**src/design/mrfs_pkg.sv**
```systemverilog
// Shared types, byte codes and helpers of the modem receive frame splitter.
`timescale 1ns / 1ps

package mrfs_pkg;

   // Default depth of the frame store
   localparam int STORE_DEPTH_DEF = 64;

   // Framing byte codes
   localparam logic [7:0] BYTE_STX    = 8'h02;
   localparam logic [7:0] BYTE_ETX    = 8'h03;
   localparam logic [7:0] BYTE_CR     = 8'h0D;
   localparam logic [7:0] BYTE_LF     = 8'h0A;
   localparam logic [3:0] NIBBLE_MASK = 4'hF;

   // Shortest data frame that can hold a check, terminator included
   localparam int DATA_MIN_LEN = 4;
   // An AT line is emitted only once it is longer than this
   localparam int AT_MIN_LEN   = 4;

   // Frame kind codes on the response channel
   localparam logic KIND_DATA = 1'b0;
   localparam logic KIND_AT   = 1'b1;

   // Kind of frame being collected
   typedef enum logic [1:0] {
      MODE_DATA = 2'd0,
      MODE_AT   = 2'd1,
      MODE_NONE = 2'd2
   } mode_type;

   // Sequencer states
   typedef enum logic [2:0] {
      ST_IDLE  = 3'b001,
      ST_CHECK = 3'b010,
      ST_EMIT  = 3'b100
   } state_type;

   // Read request handed to the output stage
   typedef struct packed {
      logic issue;
      logic last;
      logic kind;
   } emit_req_type;

   // ASCII hex character of one nibble
   function automatic logic [7:0] nibble_char(input logic [3:0] nib, input logic upper);
      logic [3:0] n;
      begin
         n = nib & NIBBLE_MASK;
         if (n < 4'd10) begin
            nibble_char = 8'h30 + {4'd0, n};
         end else if (upper) begin
            nibble_char = 8'h41 + {4'd0, n - 4'd10};
         end else begin
            nibble_char = 8'h61 + {4'd0, n - 4'd10};
         end
      end
   endfunction

endpackage

```
**src/design/modem_rx_frame_splitter_core.sv**
```systemverilog
// Modem receive frame splitter: top level with framing sequencer and check pass.
`timescale 1ns / 1ps

// Each accepted request byte of a data or AT frame is written into the frame
// store while it has room. A terminator that closes a data frame of n bytes
// starts a check pass that reads the n-1 bytes before it over the store's
// single read port, and on a match an emit pass follows, one response per
// cycle while rsp_stall stays low. A finished AT line of n bytes goes straight
// to the emit pass. The request channel stalls during both passes, and both
// passes are held up while the response side holds off. The last response may
// still wait in the output register while the next request is taken. The
// user writes csr_wr_data (hex_upper_ff, set by csr_wr_en) only while the
// block is idle; the block does not enforce this. It selects the case of the
// hex check digits.
module modem_rx_frame_splitter_core
   import mrfs_pkg::*;
#(
   parameter int STORE_DEPTH = STORE_DEPTH_DEF
) (
   input  logic       clock,
   input  logic       reset,
   input  logic       req_valid,
   output logic       req_stall,
   input  logic [7:0] req_rx_byte,
   output logic       rsp_valid,
   input  logic       rsp_stall,
   output logic [7:0] rsp_frame_byte,
   output logic       rsp_frame_kind,
   output logic       rsp_last_byte,
   input  logic       csr_wr_en,
   input  logic       csr_wr_data
);

   localparam int AW    = $clog2(STORE_DEPTH);
   localparam int CNT_W = $clog2(STORE_DEPTH + 1);
   localparam logic [CNT_W-1:0] DEPTH_C   = CNT_W'(STORE_DEPTH);
   localparam logic [CNT_W-1:0] DATA_MIN  = CNT_W'(DATA_MIN_LEN);
   localparam logic [CNT_W-1:0] AT_MIN    = CNT_W'(AT_MIN_LEN);
   localparam logic [CNT_W-1:0] CNT_ONE   = CNT_W'(1);
   localparam logic [CNT_W-1:0] CNT_TWO   = CNT_W'(2);
   localparam logic [CNT_W-1:0] CNT_THREE = CNT_W'(3);

   state_type        state_ff, state_in;
   mode_type         mode_ff, mode_in;
   logic [CNT_W-1:0] fill_ff, fill_in;
   logic [CNT_W-1:0] len_ff, len_in;
   logic [CNT_W-1:0] cnt_ff, cnt_in;
   logic             kind_ff, kind_in;
   logic [7:0]       xor_ff, xor_in;
   logic [7:0]       hi_ff, hi_in;
   logic             rdv_ff;
   logic [CNT_W-1:0] rdi_ff;
   logic             hex_upper_ff;

   logic             accept;
   mode_type         mode_sel;
   logic [CNT_W-1:0] base;
   logic             do_store;
   logic [CNT_W-1:0] cnt_new;
   logic             wr_en;
   logic [CNT_W-1:0] len_m2, len_m3;
   logic             chk_issue, emt_issue;
   logic             can_issue, emit_busy;
   logic             match;
   logic [7:0]       rd_data;
   emit_req_type     emit_req;

   assign accept    = req_valid && !req_stall;
   assign req_stall = (state_ff != ST_IDLE);

   // Pick the frame kind on an empty store, else keep the current one
   always_comb begin
      mode_sel = mode_ff;
      if (fill_ff == '0) begin
         if (req_rx_byte == BYTE_STX) begin
            mode_sel = MODE_DATA;
         end else if (req_rx_byte == BYTE_CR) begin
            mode_sel = MODE_AT;
         end else begin
            mode_sel = MODE_NONE;
         end
      end
   end

   // Store position after a restart, and the fill after the store
   always_comb begin
      base = fill_ff;
      case (mode_sel)
         MODE_DATA: begin
            if (req_rx_byte == BYTE_STX) begin
               base = '0;
            end
         end
         MODE_AT: begin
            if (fill_ff <= CNT_ONE && req_rx_byte == BYTE_CR) begin
               base = '0;
            end
         end
         default: begin
            base = fill_ff;
         end
      endcase
      do_store = (base < DEPTH_C) && (mode_sel == MODE_DATA || mode_sel == MODE_AT);
      cnt_new  = base + CNT_W'(do_store);
   end

   assign wr_en = accept && do_store;

   assign len_m2 = len_ff - CNT_TWO;
   assign len_m3 = len_ff - CNT_THREE;

   // Check reads wait for the output stage so its held read data is not lost
   assign chk_issue = (state_ff == ST_CHECK) && !emit_busy && (cnt_ff <= len_m2);
   assign emt_issue = (state_ff == ST_EMIT) && can_issue;

   assign match = (hi_ff == nibble_char(xor_ff[7:4], hex_upper_ff)) &&
                  (rd_data == nibble_char(xor_ff[3:0], hex_upper_ff));

   always_comb begin
      emit_req.issue = emt_issue;
      emit_req.last  = ((cnt_ff + CNT_ONE) == len_ff);
      emit_req.kind  = kind_ff;
   end

   // Sequencer
   always_comb begin
      state_in = state_ff;
      mode_in  = mode_ff;
      fill_in  = fill_ff;
      len_in   = len_ff;
      cnt_in   = cnt_ff;
      kind_in  = kind_ff;
      xor_in   = xor_ff;
      hi_in    = hi_ff;
      case (state_ff)
         ST_IDLE: begin
            if (accept) begin
               mode_in = mode_sel;
               case (mode_sel)
                  MODE_DATA: begin
                     fill_in = cnt_new;
                     if (req_rx_byte == BYTE_ETX) begin
                        fill_in = '0;
                        if (do_store && cnt_new >= DATA_MIN) begin
                           state_in = ST_CHECK;
                           len_in   = cnt_new;
                           cnt_in   = '0;
                           xor_in   = '0;
                           kind_in  = KIND_DATA;
                        end
                     end
                  end
                  MODE_AT: begin
                     fill_in = cnt_new;
                     if (cnt_new > AT_MIN && req_rx_byte == BYTE_LF) begin
                        fill_in  = '0;
                        state_in = ST_EMIT;
                        len_in   = cnt_new;
                        cnt_in   = '0;
                        kind_in  = KIND_AT;
                     end
                  end
                  default: begin
                     fill_in = fill_ff;
                  end
               endcase
            end
         end
         ST_CHECK: begin
            if (chk_issue) begin
               cnt_in = cnt_ff + CNT_ONE;
            end
            // Fold in returning bytes, then compare on the second check digit
            if (rdv_ff) begin
               if (rdi_ff < len_m3) begin
                  xor_in = xor_ff ^ rd_data;
               end else if (rdi_ff == len_m3) begin
                  hi_in = rd_data;
               end else begin
                  cnt_in   = '0;
                  state_in = match ? ST_EMIT : ST_IDLE;
               end
            end
         end
         ST_EMIT: begin
            if (emt_issue) begin
               cnt_in = cnt_ff + CNT_ONE;
               if (emit_req.last) begin
                  state_in = ST_IDLE;
               end
            end
         end
         default: begin
            state_in = ST_IDLE;
         end
      endcase
   end

   // Control state
   always_ff @(posedge clock) begin
      if (reset) begin
         state_ff     <= ST_IDLE;
         mode_ff      <= MODE_NONE;
         fill_ff      <= '0;
         rdv_ff       <= 1'b0;
         hex_upper_ff <= 1'b1;
      end else begin
         state_ff <= state_in;
         mode_ff  <= mode_in;
         fill_ff  <= fill_in;
         rdv_ff   <= chk_issue;
         if (csr_wr_en) begin
            hex_upper_ff <= csr_wr_data;
         end
      end
   end

   // Pass counters and check accumulators
   always_ff @(posedge clock) begin
      len_ff  <= len_in;
      cnt_ff  <= cnt_in;
      kind_ff <= kind_in;
      xor_ff  <= xor_in;
      hi_ff   <= hi_in;
      rdi_ff  <= cnt_ff;
   end

   mrfs_store #(
      .DEPTH (STORE_DEPTH),
      .AW    (AW)
   ) u_store (
      .clock   (clock),
      .wr_en   (wr_en),
      .wr_addr (base[AW-1:0]),
      .wr_data (req_rx_byte),
      .rd_en   (chk_issue || emt_issue),
      .rd_addr (cnt_ff[AW-1:0]),
      .rd_data (rd_data)
   );

   mrfs_emit u_emit (
      .clock          (clock),
      .reset          (reset),
      .emit_req       (emit_req),
      .rd_data        (rd_data),
      .can_issue      (can_issue),
      .busy           (emit_busy),
      .rsp_valid      (rsp_valid),
      .rsp_stall      (rsp_stall),
      .rsp_frame_byte (rsp_frame_byte),
      .rsp_frame_kind (rsp_frame_kind),
      .rsp_last_byte  (rsp_last_byte)
   );

`ifndef ASSERT_OFF
   // Fill never runs past the store
   a_fill_bound: assert property (@(posedge clock) disable iff (reset)
      fill_ff <= DEPTH_C)
      else $error("fill count beyond store depth");

   // A check pass only runs on a frame long enough to carry check digits
   a_check_len: assert property (@(posedge clock) disable iff (reset)
      (state_ff == ST_CHECK) |-> (len_ff >= DATA_MIN && len_ff <= DEPTH_C))
      else $error("check pass on a short frame");

   // A check read never overwrites read data still owed to the output stage
   a_check_read: assert property (@(posedge clock) disable iff (reset)
      chk_issue |-> !emit_busy)
      else $error("check read while output read in flight");

   // The store is written only while bytes are being taken
   a_write_idle: assert property (@(posedge clock) disable iff (reset)
      wr_en |-> (state_ff == ST_IDLE))
      else $error("store write outside idle");
`endif

endmodule

```
**src/design/mrfs_store.sv**
```systemverilog
// Frame byte store: one write port, one read port with registered read data.
`timescale 1ns / 1ps

module mrfs_store
   import mrfs_pkg::*;
#(
   parameter int DEPTH = STORE_DEPTH_DEF,
   parameter int AW    = $clog2(DEPTH)
) (
   input  logic          clock,
   input  logic          wr_en,
   input  logic [AW-1:0] wr_addr,
   input  logic [7:0]    wr_data,
   input  logic          rd_en,
   input  logic [AW-1:0] rd_addr,
   output logic [7:0]    rd_data
);

   logic [7:0] mem [DEPTH];
   logic [7:0] rd_data_ff;

   // Write one received byte
   always_ff @(posedge clock) begin
      if (wr_en) begin
         mem[wr_addr] <= wr_data;
      end
   end

   // Read one byte; hold the data until the next read
   always_ff @(posedge clock) begin
      if (rd_en) begin
         rd_data_ff <= mem[rd_addr];
      end
   end

   assign rd_data = rd_data_ff;

endmodule

```
**src/design/mrfs_emit.sv**
```systemverilog
// Output stage: catches store read data and presents it on the response channel.
`timescale 1ns / 1ps

module mrfs_emit
   import mrfs_pkg::*;
(
   input  logic         clock,
   input  logic         reset,
   input  emit_req_type emit_req,
   input  logic [7:0]   rd_data,
   output logic         can_issue,
   output logic         busy,
   output logic         rsp_valid,
   input  logic         rsp_stall,
   output logic [7:0]   rsp_frame_byte,
   output logic         rsp_frame_kind,
   output logic         rsp_last_byte
);

   logic       inflight_ff, inflight_in;
   logic       pend_last_ff, pend_kind_ff;
   logic       rsp_valid_ff, rsp_valid_in;
   logic [7:0] rsp_byte_ff;
   logic       rsp_kind_ff, rsp_last_ff;
   logic       load;

   // Move read data into the response register when it is free or being taken
   assign load      = inflight_ff && (!rsp_valid_ff || !rsp_stall);
   assign can_issue = !inflight_ff || load;
   assign busy      = inflight_ff;

   always_comb begin
      inflight_in = inflight_ff;
      if (emit_req.issue) begin
         inflight_in = 1'b1;
      end else if (load) begin
         inflight_in = 1'b0;
      end
      rsp_valid_in = rsp_valid_ff && rsp_stall;
      if (load) begin
         rsp_valid_in = 1'b1;
      end
   end

   // Control state
   always_ff @(posedge clock) begin
      if (reset) begin
         inflight_ff  <= 1'b0;
         rsp_valid_ff <= 1'b0;
      end else begin
         inflight_ff  <= inflight_in;
         rsp_valid_ff <= rsp_valid_in;
      end
   end

   // Tag of the read in flight, and the response payload
   always_ff @(posedge clock) begin
      if (emit_req.issue) begin
         pend_last_ff <= emit_req.last;
         pend_kind_ff <= emit_req.kind;
      end
      if (load) begin
         rsp_byte_ff <= rd_data;
         rsp_kind_ff <= pend_kind_ff;
         rsp_last_ff <= pend_last_ff;
      end
   end

   assign rsp_valid      = rsp_valid_ff;
   assign rsp_frame_byte = rsp_byte_ff;
   assign rsp_frame_kind = rsp_kind_ff;
   assign rsp_last_byte  = rsp_last_ff;

endmodule
```
**config.mk**
```make
export PLATFORM = sky130hd
export DESIGN_NAME = modem_rx_frame_splitter_core
export DESIGN_NICKNAME = d
export VERILOG_FILES = /design/src/design/mrfs_pkg.sv /design/src/design/modem_rx_frame_splitter_core.sv /design/src/design/mrfs_store.sv /design/src/design/mrfs_emit.sv
export SDC_FILE = /design/constraint.sdc
export NUM_CORES = 1
export LEC_CHECK = 0
export BUFFER_PORTS_ARGS = -buffer_cell sky130_fd_sc_hd__buf_4
export CORE_MARGIN = 5
export CORE_UTILIZATION = 30
export CTS_BUF_LIST = sky130_fd_sc_hd__clkbuf_16
export CTS_CLUSTER_DIAMETER = 200
export CTS_CLUSTER_SIZE = 16
export DETAILED_ROUTE_END_ITERATION = 8
export SLEW_MARGIN = 15
export SYNTH_ARGS = -nofsm -noshare
export SYNTH_HDL_FRONTEND = slang
export SYNTH_HIERARCHICAL = 1
export SYNTH_SLANG_ARGS = --single-unit
```
**constraint.sdc**
```tcl
create_clock -name clock -period 6.1 [get_ports clock]
set_input_delay 1.22 -clock clock [delete_from_list [all_inputs] [get_ports clock]]
set_output_delay 1.22 -clock clock [all_outputs]
set_load 0.01 [all_outputs]
```
Word level (Yosys, flattened, before mapping)
Memory sizes are Yosys's and may differ from the RTL's. A register that Yosys moved wholly into a read port is not among the register bits.
Index checks and enable logic that the tools add are counted.
W data, S select, Z words.
{"block": "op_classes", "addsub": 12, "n_lt_le_gt_ge": 8, "n_eq_ne": 30, "n_mux": 56, "bitwise_logic": 2, "n_reduce_logical": 33}
{"op": "$mux W7", "n": 16}
{"op": "$mux W8", "n": 10}
{"op": "$pmux W7 S2", "n": 4}
{"op": "$add A7 B4 Y8 const A", "n": 4}
{"op": "$mux W3", "n": 10}
{"op": "$pmux W7 S3", "n": 1}
{"op": "$eq A8 B2 Y1 const B", "n": 2}
{"op": "$eq A8 B4 Y1 const B", "n": 2}
{"op": "$eq A8 B8 Y1", "n": 2}
{"op": "$ne A2 B2 Y1 const B", "n": 8}
{"op": "$pmux W8 S2", "n": 1}
{"op": "$add A6 B4 Y7 const A", "n": 2}
{"op": "$eq A7 B7 Y1", "n": 2}
{"op": "$reduce_and A7 Y1", "n": 2}
{"op": "$sub A7 B2 Y7 const B", "n": 2}
{"op": "$logic_and A1 B1 Y1", "n": 12}
{"op": "$ne A3 B3 Y1 const B", "n": 4}
{"op": "$ne A2 B1 Y1 const B", "n": 5}
{"op": "$reduce_and A10 Y1", "n": 1}
{"op": "$pmux W3 S3", "n": 1}
{"op": "$lt A4 B4 Y1 const B", "n": 2}
{"op": "$mux W1", "n": 8}
{"op": "$sub A4 B4 Y4 const B", "n": 2}
{"op": "$xor A8 B8 Y8", "n": 1}
{"op": "27 further kinds", "n": 37}
{"block": "totals", "regBits": 66, "ram_bits": 512, "out_inout_bits": 12, "wordCells": 160, "memories": 1}
{"memory": "u_store.mem", "words": 64, "word_bits": 8, "read_ports": 1, "rd_clocked_by_memory_dff": 1, "wr": 1, "line_no": "mrfs_store.sv:19", "source": "logic [7:0] mem [DEPTH];"}

Longest topological paths before layout
Gate-level depths: netlist of the first run.
{"block": "depth", "ltp_word": 16, "ltp_mapped": 16, "ltp_nobuf": 15}

Cells and area by module
The synthesis of the first run kept the hierarchy.
{"mod": "mrfs_store", "instances": 1, "cells_per_inst": 940, "area_each_um2": 20240.7, "seq_area_each_um2": 15615.0}
{"mod": "modem_rx_frame_splitter_core", "instances": 1, "cells_per_inst": 380, "area_each_um2": 3607.2, "seq_area_each_um2": 1351.3}
{"mod": "mrfs_emit", "instances": 1, "cells_per_inst": 20, "area_each_um2": 439.2, "seq_area_each_um2": 400.4}

Worst setup path after synthesis of the first run
OpenSTA, ideal clock, no wires.
{"block": "synth_path", "path_kind": "input port to flip-flop", "startpoint": "input req_rx_byte[0]", "endpoint": "register cnt_ff[0], enable pin", "setup_time_ps": 374, "arrival_ps": 5143, "required_ps": 5726, "path_slack_ps": 583, "stages": 15, "n_path_buf": 1, "cell_sequence": "or4b_1 -> clkbuf_1 -> a211o_1 -> a31oi_1 -> nand2_1 -> and2_1 -> ha_1 -> ha_1 -> and3_1 -> and2_1 -> a211oi_1 -> o311a_1 -> nor3_4 -> o41a_2 -> o211ai_1"}
{"block": "synth_between", "elab_chain_cells": 13}
{"item": "from (decl)", "line_no": "modem_rx_frame_splitter_core.sv:24", "source": "input logic [7:0] req_rx_byte,"}
{"item": "$eq A8 B4 Y1", "line_no": "modem_rx_frame_splitter_core.sv:77, modem_rx_frame_splitter_core.sv:95"}
{"item": "$mux W2", "line_no": "modem_rx_frame_splitter_core.sv:77", "source": "end else if (req_rx_byte == BYTE_CR) begin"}
{"item": "$mux W2", "line_no": "modem_rx_frame_splitter_core.sv:75", "source": "if (req_rx_byte == BYTE_STX) begin"}
{"item": "$mux W2", "line_no": "modem_rx_frame_splitter_core.sv:74", "source": "if (fill_ff == '0) begin"}
{"item": "$eq A2 B1 Y1 or $logic_not A2 Y1 (tied branches)", "line_no": "modem_rx_frame_splitter_core.sv:88", "source": "case (mode_sel)"}
{"item": "$pmux W7 S2 (*)", "line_no": "modem_rx_frame_splitter_core.sv:88"}
{"item": "named net base[0]", "line_no": "modem_rx_frame_splitter_core.sv:57", "source": "logic [CNT_W-1:0] base;"}
{"item": "$lt A7 B7 Y1", "line_no": "modem_rx_frame_splitter_core.sv:103", "source": "do_store = (base < DEPTH_C) && (mode_sel == MODE_DATA || mode_sel == MODE_AT);"}
{"item": "$logic_and A1 B1 Y1", "line_no": "modem_rx_frame_splitter_core.sv:103"}
{"item": "$add A7 B1 Y7 (*)", "line_no": "modem_rx_frame_splitter_core.sv:104", "source": "cnt_new = base + CNT_W'(do_store);"}
{"item": "named net cnt_new[4]", "line_no": "modem_rx_frame_splitter_core.sv:59", "source": "logic [CNT_W-1:0] cnt_new;"}
{"item": "$gt A7 B3 Y1 or $ge A7 B3 Y1 (tied branches)", "line_no": "modem_rx_frame_splitter_core.sv:155, modem_rx_frame_splitter_core.sv:144"}
{"item": "$logic_and A1 B1 Y1 (on tied branches)", "line_no": "modem_rx_frame_splitter_core.sv:155, modem_rx_frame_splitter_core.sv:144"}
{"item": "$ne A3 B3 Y1 (no source line)"}
{"item": "$reduce_and A7 Y1 (no source line) (*)"}
{"item": "to (signal assigned)", "line_no": "modem_rx_frame_splitter_core.sv:221", "source": "cnt_ff <= cnt_in;"}
{"item": "to (decl)", "line_no": "modem_rx_frame_splitter_core.sv:47", "source": "logic [CNT_W-1:0] cnt_ff, cnt_in;"}
The timed path passes the listed nets; every way through them passes the cells marked *.
A chain may end at the register's enable or synchronous reset.

Worst setup path after layout of the first run
{"block": "layout_path", "startpoint": "input req_rx_byte[0]", "endpoint": "register cnt_ff[2], enable pin"}
Same word-level chain as after synthesis.

==> results of run 1 <==
## stage by stage
step                std cells  worst slack [ps]  hold slack, ps  power (mW)
floorplan                1340               583             400        4.49
global placement         2427               251             433        4.57
global route             2485               373             459        7.35
finish                   2485               582             441        7.09
detailed placement       2427              53.4             423        4.57
CTS                      2485               673             443        7.16
## power by group through the flow
stage	Combinational (mW)	Sequential (mW)	Clock (mW)
detailed placement	0.0875	4.49	0
global placement	0.0832	4.49	0
global route	0.0925	4.39	2.86
finish	0.0843	4.40	2.61
floorplan	0.00819	4.49	0
CTS	0.0872	4.40	2.68
## sequential cells by signal (all words and copies together) (netlist names), 2 cells and up
| register | cells |
|---|---|
| hi_ff | 8 |
| len_ff | 7 |
| cnt_ff | 7 |
| rdi_ff | 7 |
| fill_ff | 7 |
| state_ff | 3 |
| u_store/rd_data | 8 |
| u_emit/rsp_frame_byte | 8 |
| u_store/mem | 512 |
| xor_ff | 8 |
| mode_ff | 2 |
## cell usage after synthesis, types with 4 or more instances
library cell and n:
edfxtp_1 563, mux4_2 126, nor2_1 119, nand2_1 38
xnor2_1 31, clkbuf_1 30, ha_1 26, a21oi_1 25
inv_1 24, dfxtp_1 23, mux2i_1 23, nand3_1 19
nor2b_1 18, buf_2 13, buf_4 13, mux2_2 13
o21ai_0 12, nand2b_1 11, nor3_1 10, o22ai_1 10
xor2_1 10, a31oi_1 8, and2_1 8, and3_1 8
o21a_1 8, o221ai_1 8, a211oi_1 7, a22o_1 7
nand3b_1 7, nand4_1 7, nor4_1 7, a2111oi_0 6
a221oi_1 6, a22oi_1 6, o2111ai_1 6, a21o_1 5
or3_1 4
## per-layer routing
| metal | wire (um) | global-route usage (%) | vias up |
|---|---|---|---|
| li1 | - | - | 5550 |
| met1 | 25600 | 18.8 | 6627 |
| met2 | 26300 | 20.0 | 421 |
| met3 | 3320 | 1.90 | 69 |
| met4 | 1040 | 3.06 | 0 |
| met5 | 0 | 0 | - |
## worst max path at each step
stage                endpoint  slack, ps  cells past startpoint
floorplan           cnt_ff[0]        580                     15
global placement    cnt_ff[2]        250                     15
detailed placement  cnt_ff[5]         50                     15
CTS                 cnt_ff[4]        670                     15
global route        cnt_ff[4]        370                     15
finish              cnt_ff[2]        580                     15
## cells in the final DEF, fill, tap and decap left out, types with 8 or more instances in the layout
cell / Yosys / final
mux2i_1: 23 / 23
nor2_1: 119 / 119
a31oi_1: 8 / 8
buf_4: 13 / 89
nor3_1: 10 / 10
nand3_1: 19 / 19
xor2_1: 10 / 10
o22ai_1: 10 / 10
nor2b_1: 18 / 18
o21ai_0: 12 / 12
nand2b_1: 11 / 11
dfxtp_1: 23 / 23
clkbuf_16: 0 / 43
nand2_1: 38 / 38
o21a_1: 8 / 8
xnor2_1: 31 / 31
inv_1: 24 / 36
o221ai_1: 8 / 8
and2_1: 8 / 8
ha_1: 26 / 26
mux2_2: 13 / 13
a21oi_1: 25 / 25
mux4_2: 126 / 126
and3_1: 8 / 8
edfxtp_1: 563 / 563
## worst max-delay path, cell delays in order
cell	delay [ps]
buf_4	120
or4b_1	620
a211o_1	380
a31oi_1	250
nand2_1	150
and2_1	280
ha_1	260
ha_1	220
and3_1	230
and2_1	180
a211oi_1	250
o311a_1	420
nor3_4	90
o41a_2	480
o211ai_1	580
## final cells by class
class	instances	area share (%)
sequential	586	64.0
clock buffer	43	3.96
timing repair buffer	91	2.61
tap	1060	4.88
inverter	24	0.332
clock inverter	15	0.382
multi-input combinational	666	23.9
## logic make-up after synthesis
| logic type | synth area share (%) |
|---|---|
| AO/OA/AOI/OAI | 4.90 |
| XOR/XNOR | 1.48 |
| adder cells (fa/ha/maj) | 1.34 |
| buffers and inverters | 1.83 |
| flip-flops | 71.5 |
| multiplexers | 13.2 |
| AND/OR/NAND/NOR | 5.71 |
==> reports/results.ini, run 1 <==
[worst_setup_path]
required_ps = 6320
critPathKind = input pin to flop
r2r_end = cnt_ff[2]
cp_data_arrival_time_ps = 5730
reg2reg_slack_ps = 790
critPathLaunchType = input pin
reg2reg_depth = 14
reg2reg_from = fill_ff[2]
cp-startpoint = req_rx_byte[0]
critPathMaxFanout = 8
end_kind = flop

[timing]
slew_viol_final = 0
hold_viol_final = 0
setup_violations = 0
fmax_mhz = 181
slew_headroom_pct = 25.5
period_share_pct = 90.5
finalCriticalPeriod_ps = 5520
skew_ps = 25.2
setup-tns-final_ps = 0
rsz0062_at_grt = no
tightest_slew_ps = 1120

[routing]
viasPerCell = 5.10
drc = 0
wl_um = 56200
first_pass_iters = 6
routedWlPerCell_um = 22.6
drt-initial-drc-count = 1390
ant_nets = 0
num_vias = 12700

[placement]
gp_congestion = 0.821
place_area_sq_um = 26000
port_buffers = 25
dp_hpwl_um = 34800

[status]
outcome = completed

[power_and_ir_drop]
p_clk_share_pct = 36.8
switchingPower_mw = 1.41
peakVddDrop_v = 0.000158
swShare_pct = 19.8
p_per_area_nw_per_um2 = 261
total_leakage_power_nw = 8.69
seqPwrFrac_pct = 62.0
p_int_mw = 5.68
combPwrFrac_pct = 1.2

[min_path]
hold_start = u_emit/pend_kind_ff
min_delay_path_depth = 0
min_path_type = flop to flop
hold_end = u_emit/rsp_frame_kind

[cts]
post_cts_buffers = 0
cts_resized = 0
root_buffer = clkbuf_16
hold_buffers = 0
clock_path_buffers = 3
clkLatencyLatePin_ps = 600
cts_tree = yes
clk_pin_slew_worst_paths_ps = 80
clock-sinks = 586
numCtsBuffers = 42
cts_max_level = 2

[synth]
yosysSeqAreaShare_pct = 71.5
syn_avg_cell_area_sq_um = 18.1
netlist_area_sq_um = 24300
yosysWarnings = 6
ys_types = 82
synth_top_cell_area_share_pct = 69.6
synth_cells = 1340
synth-seq-cells = 586
synthFlopType = edfxtp_1
synth_area_leaders = edfxtp_1 (70%), mux4_2 (12%), dfxtp_1 (1.9%)
yosysTopAreaCell = edfxtp_1
synthArstFlopShare_pct = 0
synth-edff-count = 563
syn-num-nets = 1380

[floorplan]
die_area_sq_um = 86700
initial_core_util_pct = 30.2
design.core.area_sq_um = 80400
die_y_um = 295
rows = 104
top_level_ports = 26
die_w_um = 295

[grt]
grt_max_degree = 100
first_global_vias = 12700
grt_pass1_wl_um = 84300
antenna_found_initial = 1
grt_util_all_layers_pct = 12.7
grt-ovfl-total = 0

[finish]
seq_area_sq_um = 17400
final.fill_count = 7591
multi_input_area_sq_um = 6480
nets = 1451
postLayoutCellArea_sq_um = 27200
diodes = 0
area_delta_synth_final_pct = 11.8
utilization_pct = 33.8
drive_above_1_share_pct = 20.6

[job]
drv_cap = 0

Note: power is estimated with default switching activity, not from simulation.
==> run 2, diff against run 1 <==
Settings changed: ABC_AREA from default to 1.
==> reports/results.ini, run 2 <==
[job]
drv_cap = 0

[grt]
antenna_found_initial = 0
first_global_vias = 16000
grt_max_degree = 194
grt-ovfl-total = 0
grt_pass1_wl_um = 98700
grt_util_all_layers_pct = 14.0

[synth]
synth-seq-cells = 586
yosys.cell_count.top_type = nand2_1
syn_avg_cell_area_sq_um = 11.1
netlist_area_sq_um = 25500
syn-num-nets = 2337
synth_cells = 2297
ys_top_cells_by_count = nand2_1 (735), edfxtp_1 (563), nand3_1 (467), nor2_1 (108), inv_1 (79)
yosysWarnings = 6
yosysTopAreaCell = edfxtp_1
synth_top_cell_area_share_pct = 66.2
synthArstFlopShare_pct = 0
yosysSeqAreaShare_pct = 68.0
synth-edff-count = 563
ys_types = 41
synthFlopType = edfxtp_1
synth_area_leaders = edfxtp_1 (66%), nand2_1 (11%), nand3_1 (9.2%)

[timing]
whs_ps = 440
slew_viol_final = 0
finalCriticalPeriod_ps = 5120
fmax_mhz = 195
hold_viol_final = 0
tightest_slew_ps = 1060
setup-tns-final_ps = 0
period_share_pct = 83.9
skew_ps = 28.0
slew_headroom_pct = 28.6
setup_violations = 0
rsz0062_at_grt = no

[worst_setup_path]
required_ps = 6330
max_stage_delay_ps = 940
slowest_stage = nor2_1
end_kind = flop
critPathKind = input pin to flop
timing.critical_path.buf_inv = 4
critPathMaxFanout = 23
crit_family = simple AND/OR/NAND/NOR gates
path_cells = buf_4, inv_1, nand2_1, nor2_1, nand2_2, nand2_1, nand2_1, nand2_8, inv_1, nor2_2, clkinv_1, nor2_1, nand4_1, nor2_1
cp_data_arrival_time_ps = 5350
critPathLaunchType = input pin

[floorplan]
die_y_um = 302
die_w_um = 302
die_area_sq_um = 91000
initial_core_util_pct = 30.1
rows = 107
design.core.area_sq_um = 84900
top_level_ports = 26

[finish]
diodes = 0
seq_area_sq_um = 17400
final.fill_count = 8608
top_register = u_store/mem
drive_above_1_share_pct = 6.78
largest_reg_flops = 512
postLayoutCellArea_sq_um = 27900
final_common_cell = nand2_1
finalNonFillerCells = 3459
area_delta_synth_final_pct = 9.26
nets = 2340
multi_input_area_sq_um = 7000
final_cell_mix = nand2_1 (735), edfxtp_1 (563), nand3_1 (467)

[placement]
port_buffers = 25
place_area_sq_um = 26700
gp_congestion = 0.825
dp.cells = 3400
dp_hpwl_um = 39200

[power_and_ir_drop]
peakVddDrop_v = 0.000251
total_leakage_power_nw = 9.96
p_per_area_nw_per_um2 = 367

[cts]
numCtsBuffers = 42
cts_tree = yes
hold_buffers = 0
clock-sinks = 586
clk_pin_slew_worst_paths_ps = 80
post_cts_buffers = 0
clock_path_buffers = 3
clkLatencyLatePin_ps = 600
root_buffer = clkbuf_16
cts_resized = 0
cts_max_level = 2

[routing]
drt-initial-drc-count = 1618
ant_nets = 0
first_pass_iters = 5
drc = 0
viasPerCell = 4.83
num_vias = 16700
wl_um = 64700
routedWlPerCell_um = 18.7

[status]
outcome = completed

[min_path]
min_path_type = flop to flop

run 2: cell count changes in the layout (fill, tap and decap cells not counted), sizes merged, moves of 13 or more:
cell,before,now
inv,37,99
xnor2,31,12
mux2,13,0
o21ai,15,32
mux2i,23,1
nand3,20,471
nand2,38,746
buf,91,74
mux4,126,0
nor2b,18,0
run 2: where the power goes:
group | total [mW] | switching (mW) | internal (mW) | leakage [nW]
Sequential | 4.57 | 0.0620 | 4.50 | 5.26
Clock | 2.62 | 1.36 | 1.25 | 0.613
Combinational | 3.05 | 2.23 | 0.815 | 4.09
Total | 10.2 | 3.66 | 6.57 | 9.96
run 2: area by class of cell:
type	count	share of cell area (%)
multi-input cells	1507	25.1
clock inverters	17	0.413
inverters	89	1.24
well taps	1144	5.13
flip-flops and latches	586	62.3
repair buffers	74	2.08
clock buffers	42	3.77
run 2: cells by family after synthesis:
family | after synthesis | synth area share, %
DFF | 586 | 68.0
and+or+nand+nor | 1373 | 23.3
adders and majority gates | 26 | 1.27
buffers and inverters | 204 | 4.54
muxes | 1 | 0.0392
AOI/OAI and AO/OA | 74 | 1.73
xor gates and xnor gates | 33 | 1.13
run 2: worst reg2reg max path, delay by kind of cell, from the launching register on:
kind                   cells  cell delay (ps)
DFF                        1              320
buffers and inverters      3              540
and+or+nand+nor            6             3350
run 2: final timing paths:
check | start | cells past startpoint | end | slack [ps]
worst max-delay path | req_rx_byte[7] | 14 | u_store/mem[22][6] | 980
worst min-delay path | cnt_ff[6] | 0 | rdi_ff[6] | 440
worst max register to register | state_ff[2] | 9 | u_store/mem[22][6] | 1530
worst min register to register | cnt_ff[6] | 0 | rdi_ff[6] | 440
run 2: metrics by stage:
| step | worst slack (ps) | power [mW] | util [%] |
|---|---|---|---|
| after global routing | 787 | 10.8 | 32.9 |
| after detailed placement | 444 | 7.69 | 31.5 |
| after floorplan | 1790 | 6.87 | - |
| after CTS | 1090 | 10.3 | 32.9 |
| after global placement | 547 | 7.68 | 31.5 |
| final | 980 | 10.2 | 32.9 |
run 2: routing by layer:
layer  up-vias  track usage [%]  part of all wire (%)
li1       7969                -                     -
met1      8138             19.4                    44
met2       493             22.9                    47
met3        99             2.01                   5.5
met4         0             4.37                   3.1
met5         -                0                     0
==> run 3, diff against run 2 <==
Clock period 6.1 ns to 4.2 ns, I/O delays scaled along.
==> reports/results.ini, run 3 (same netlist as run 2, synthesis figures left out) <==
[status]
outcome = completed

[placement]
port_buffers = 25
gp_congestion = 0.878
dp.cells = 3477
dp_hpwl_um = 40900
place_area_sq_um = 27400

[cts]
clock_path_buffers = 3
cts_tree = yes
clk_pin_slew_worst_paths_ps = 70
cts_max_level = 2
clkLatencyLatePin_ps = 610
root_buffer = clkbuf_16
hold_buffers = 0
post_cts_buffers = 0
clock-sinks = 586
numCtsBuffers = 43
cts_resized = 0

[worst_setup_path]
critPathMaxFanout = 11
r2r_end = xor_ff[6]
critPathLaunchType = input pin
reg2reg_slack_ps = 830
cp_data_arrival_time_ps = 3910
reg2reg_from = fill_ff[3]
required_ps = 4490
reg2reg_depth = 23
critPathKind = input pin to flop
end_kind = flop

[floorplan]
die_y_um = 302
top_level_ports = 26
rows = 107
die_area_sq_um = 91000
design.core.area_sq_um = 84900
initial_core_util_pct = 30.1
die_w_um = 302

[power_and_ir_drop]
power.total_mw = 15.0
total_leakage_power_nw = 10.4
seqPwrFrac_pct = 44.4
switchingPower_mw = 5.32
p_per_area_nw_per_um2 = 524
p_int_mw = 9.65
p_clk_share_pct = 25.8
combPwrFrac_pct = 29.9
peakVddDrop_v = 0.000392
swShare_pct = 35.5

[finish]
area_delta_synth_final_pct = 11.9
final_cell_mix = nand2_1 (735), edfxtp_1 (563), nand3_1 (467)
final_common_cell = nand2_1
drive_above_1_share_pct = 9.85
diodes = 0
finalNonFillerCells = 3539
seq_area_sq_um = 17400
final.fill_count = 8494
multi_input_area_sq_um = 7000
top_register = u_store/mem
postLayoutCellArea_sq_um = 28600
nets = 2418
largest_reg_flops = 512

[timing]
hold_viol_final = 0
rsz0062_at_grt = no
whs_ps = 427
fmax_mhz = 276
tightest_slew_ps = 1070
slew_viol_final = 0
period_share_pct = 86.2
slew_headroom_pct = 28.2
setup-tns-final_ps = 0
finalCriticalPeriod_ps = 3620
setup_violations = 0
skew_ps = 35.6

[job]
drv_cap = 0

[routing]
first_pass_iters = 5
drc = 0
routedWlPerCell_um = 18.4
viasPerCell = 4.78
drt-initial-drc-count = 1698
num_vias = 16900
wl_um = 65200
ant_nets = 0

[min_path]
min_delay_path_depth = 0
min_path_type = flop to flop
hold_end = u_emit/rsp_last_byte
hold_start = u_emit/pend_last_ff

[grt]
grt_pass1_wl_um = 100000
grt-ovfl-total = 0
antenna_found_initial = 3
first_global_vias = 16200
grt_max_degree = 149
grt_util_all_layers_pct = 14.1

## run 3: cell types whose count changed in the layout (fill, tap and decap cells not counted), sizes merged
cell,delta
clkbuf,+1
inv,+1
clkinvlp,-1
buf,+77
clkinv,+2
## run 3: worst max-delay path by stage
stage,start,to,slack [ps],depth (start not counted)
2_1_floorplan,req_rx_byte[6],kind_ff,270,25
6_report,req_rx_byte[4],xor_ff[6],580,24
3_5_place_dp,req_rx_byte[4],xor_ff[6],-60,27
5_1_grt,req_rx_byte[4],xor_ff[6],270,27
3_3_place_gp,req_rx_byte[4],u_store/mem[27][4],-1,17
4_1_cts,req_rx_byte[4],xor_ff[6],580,27
## run 3: final cells by class
cell class / instances / area share [%]
Inverter: 89 / 1.20
Sequential cell: 586 / 60.8
Clock buffer: 43 / 3.77
Clock inverter: 19 / 0.464
Tap cell: 1144 / 5.01
Timing Repair Buffer: 151 / 4.23
Multi-Input combinational cell: 1507 / 24.5
## run 3: metal layers
metal  track usage [%]  up-vias  wire length, um
met5                 0        -                0
met4              4.48        0             2190
met3              1.66      108             3580
met2              22.4      504            29700
met1              20.3     8161            29700
li1                  -     8134                -
## run 3: through the flow
| step | setup slack, ps | util (%) |
|---|---|---|
| CTS | 584 | 33.6 |
| global placement | -0.955 | 32.2 |
| global route | 265 | 33.6 |
| finish | 578 | 33.6 |
| floorplan | 274 | - |
| detailed placement | -56.8 | 32.2 |
## run 3: worst max-delay path: stages
cell and delay (ps):
buf_4 160, nor2_1 90, nand2_1 130, nor2_1 360
nand2_1 110, nand2_2 110, inv_2 40, nand3_2 80
o21ai_2 70, buf_4 130, nor2_1 170, ha_1 210
buf_4 110, nand3_1 100, nor2_1 160, nand3_1 80
nand2_1 160, nor2_2 60, nand3_1 60, nand2_1 80
inv_1 70, nand4_1 110, a21oi_1 200, buf_4 200
## run 3: power by group through the flow
stage	Combinational, mW	Clock [mW]	Sequential (mW)
floorplan	3.23	0	6.74
global placement	4.46	0	6.77
detailed placement	4.47	0	6.77
CTS	4.49	3.98	6.64
global route	4.99	4.19	6.65
finish	4.47	3.86	6.64
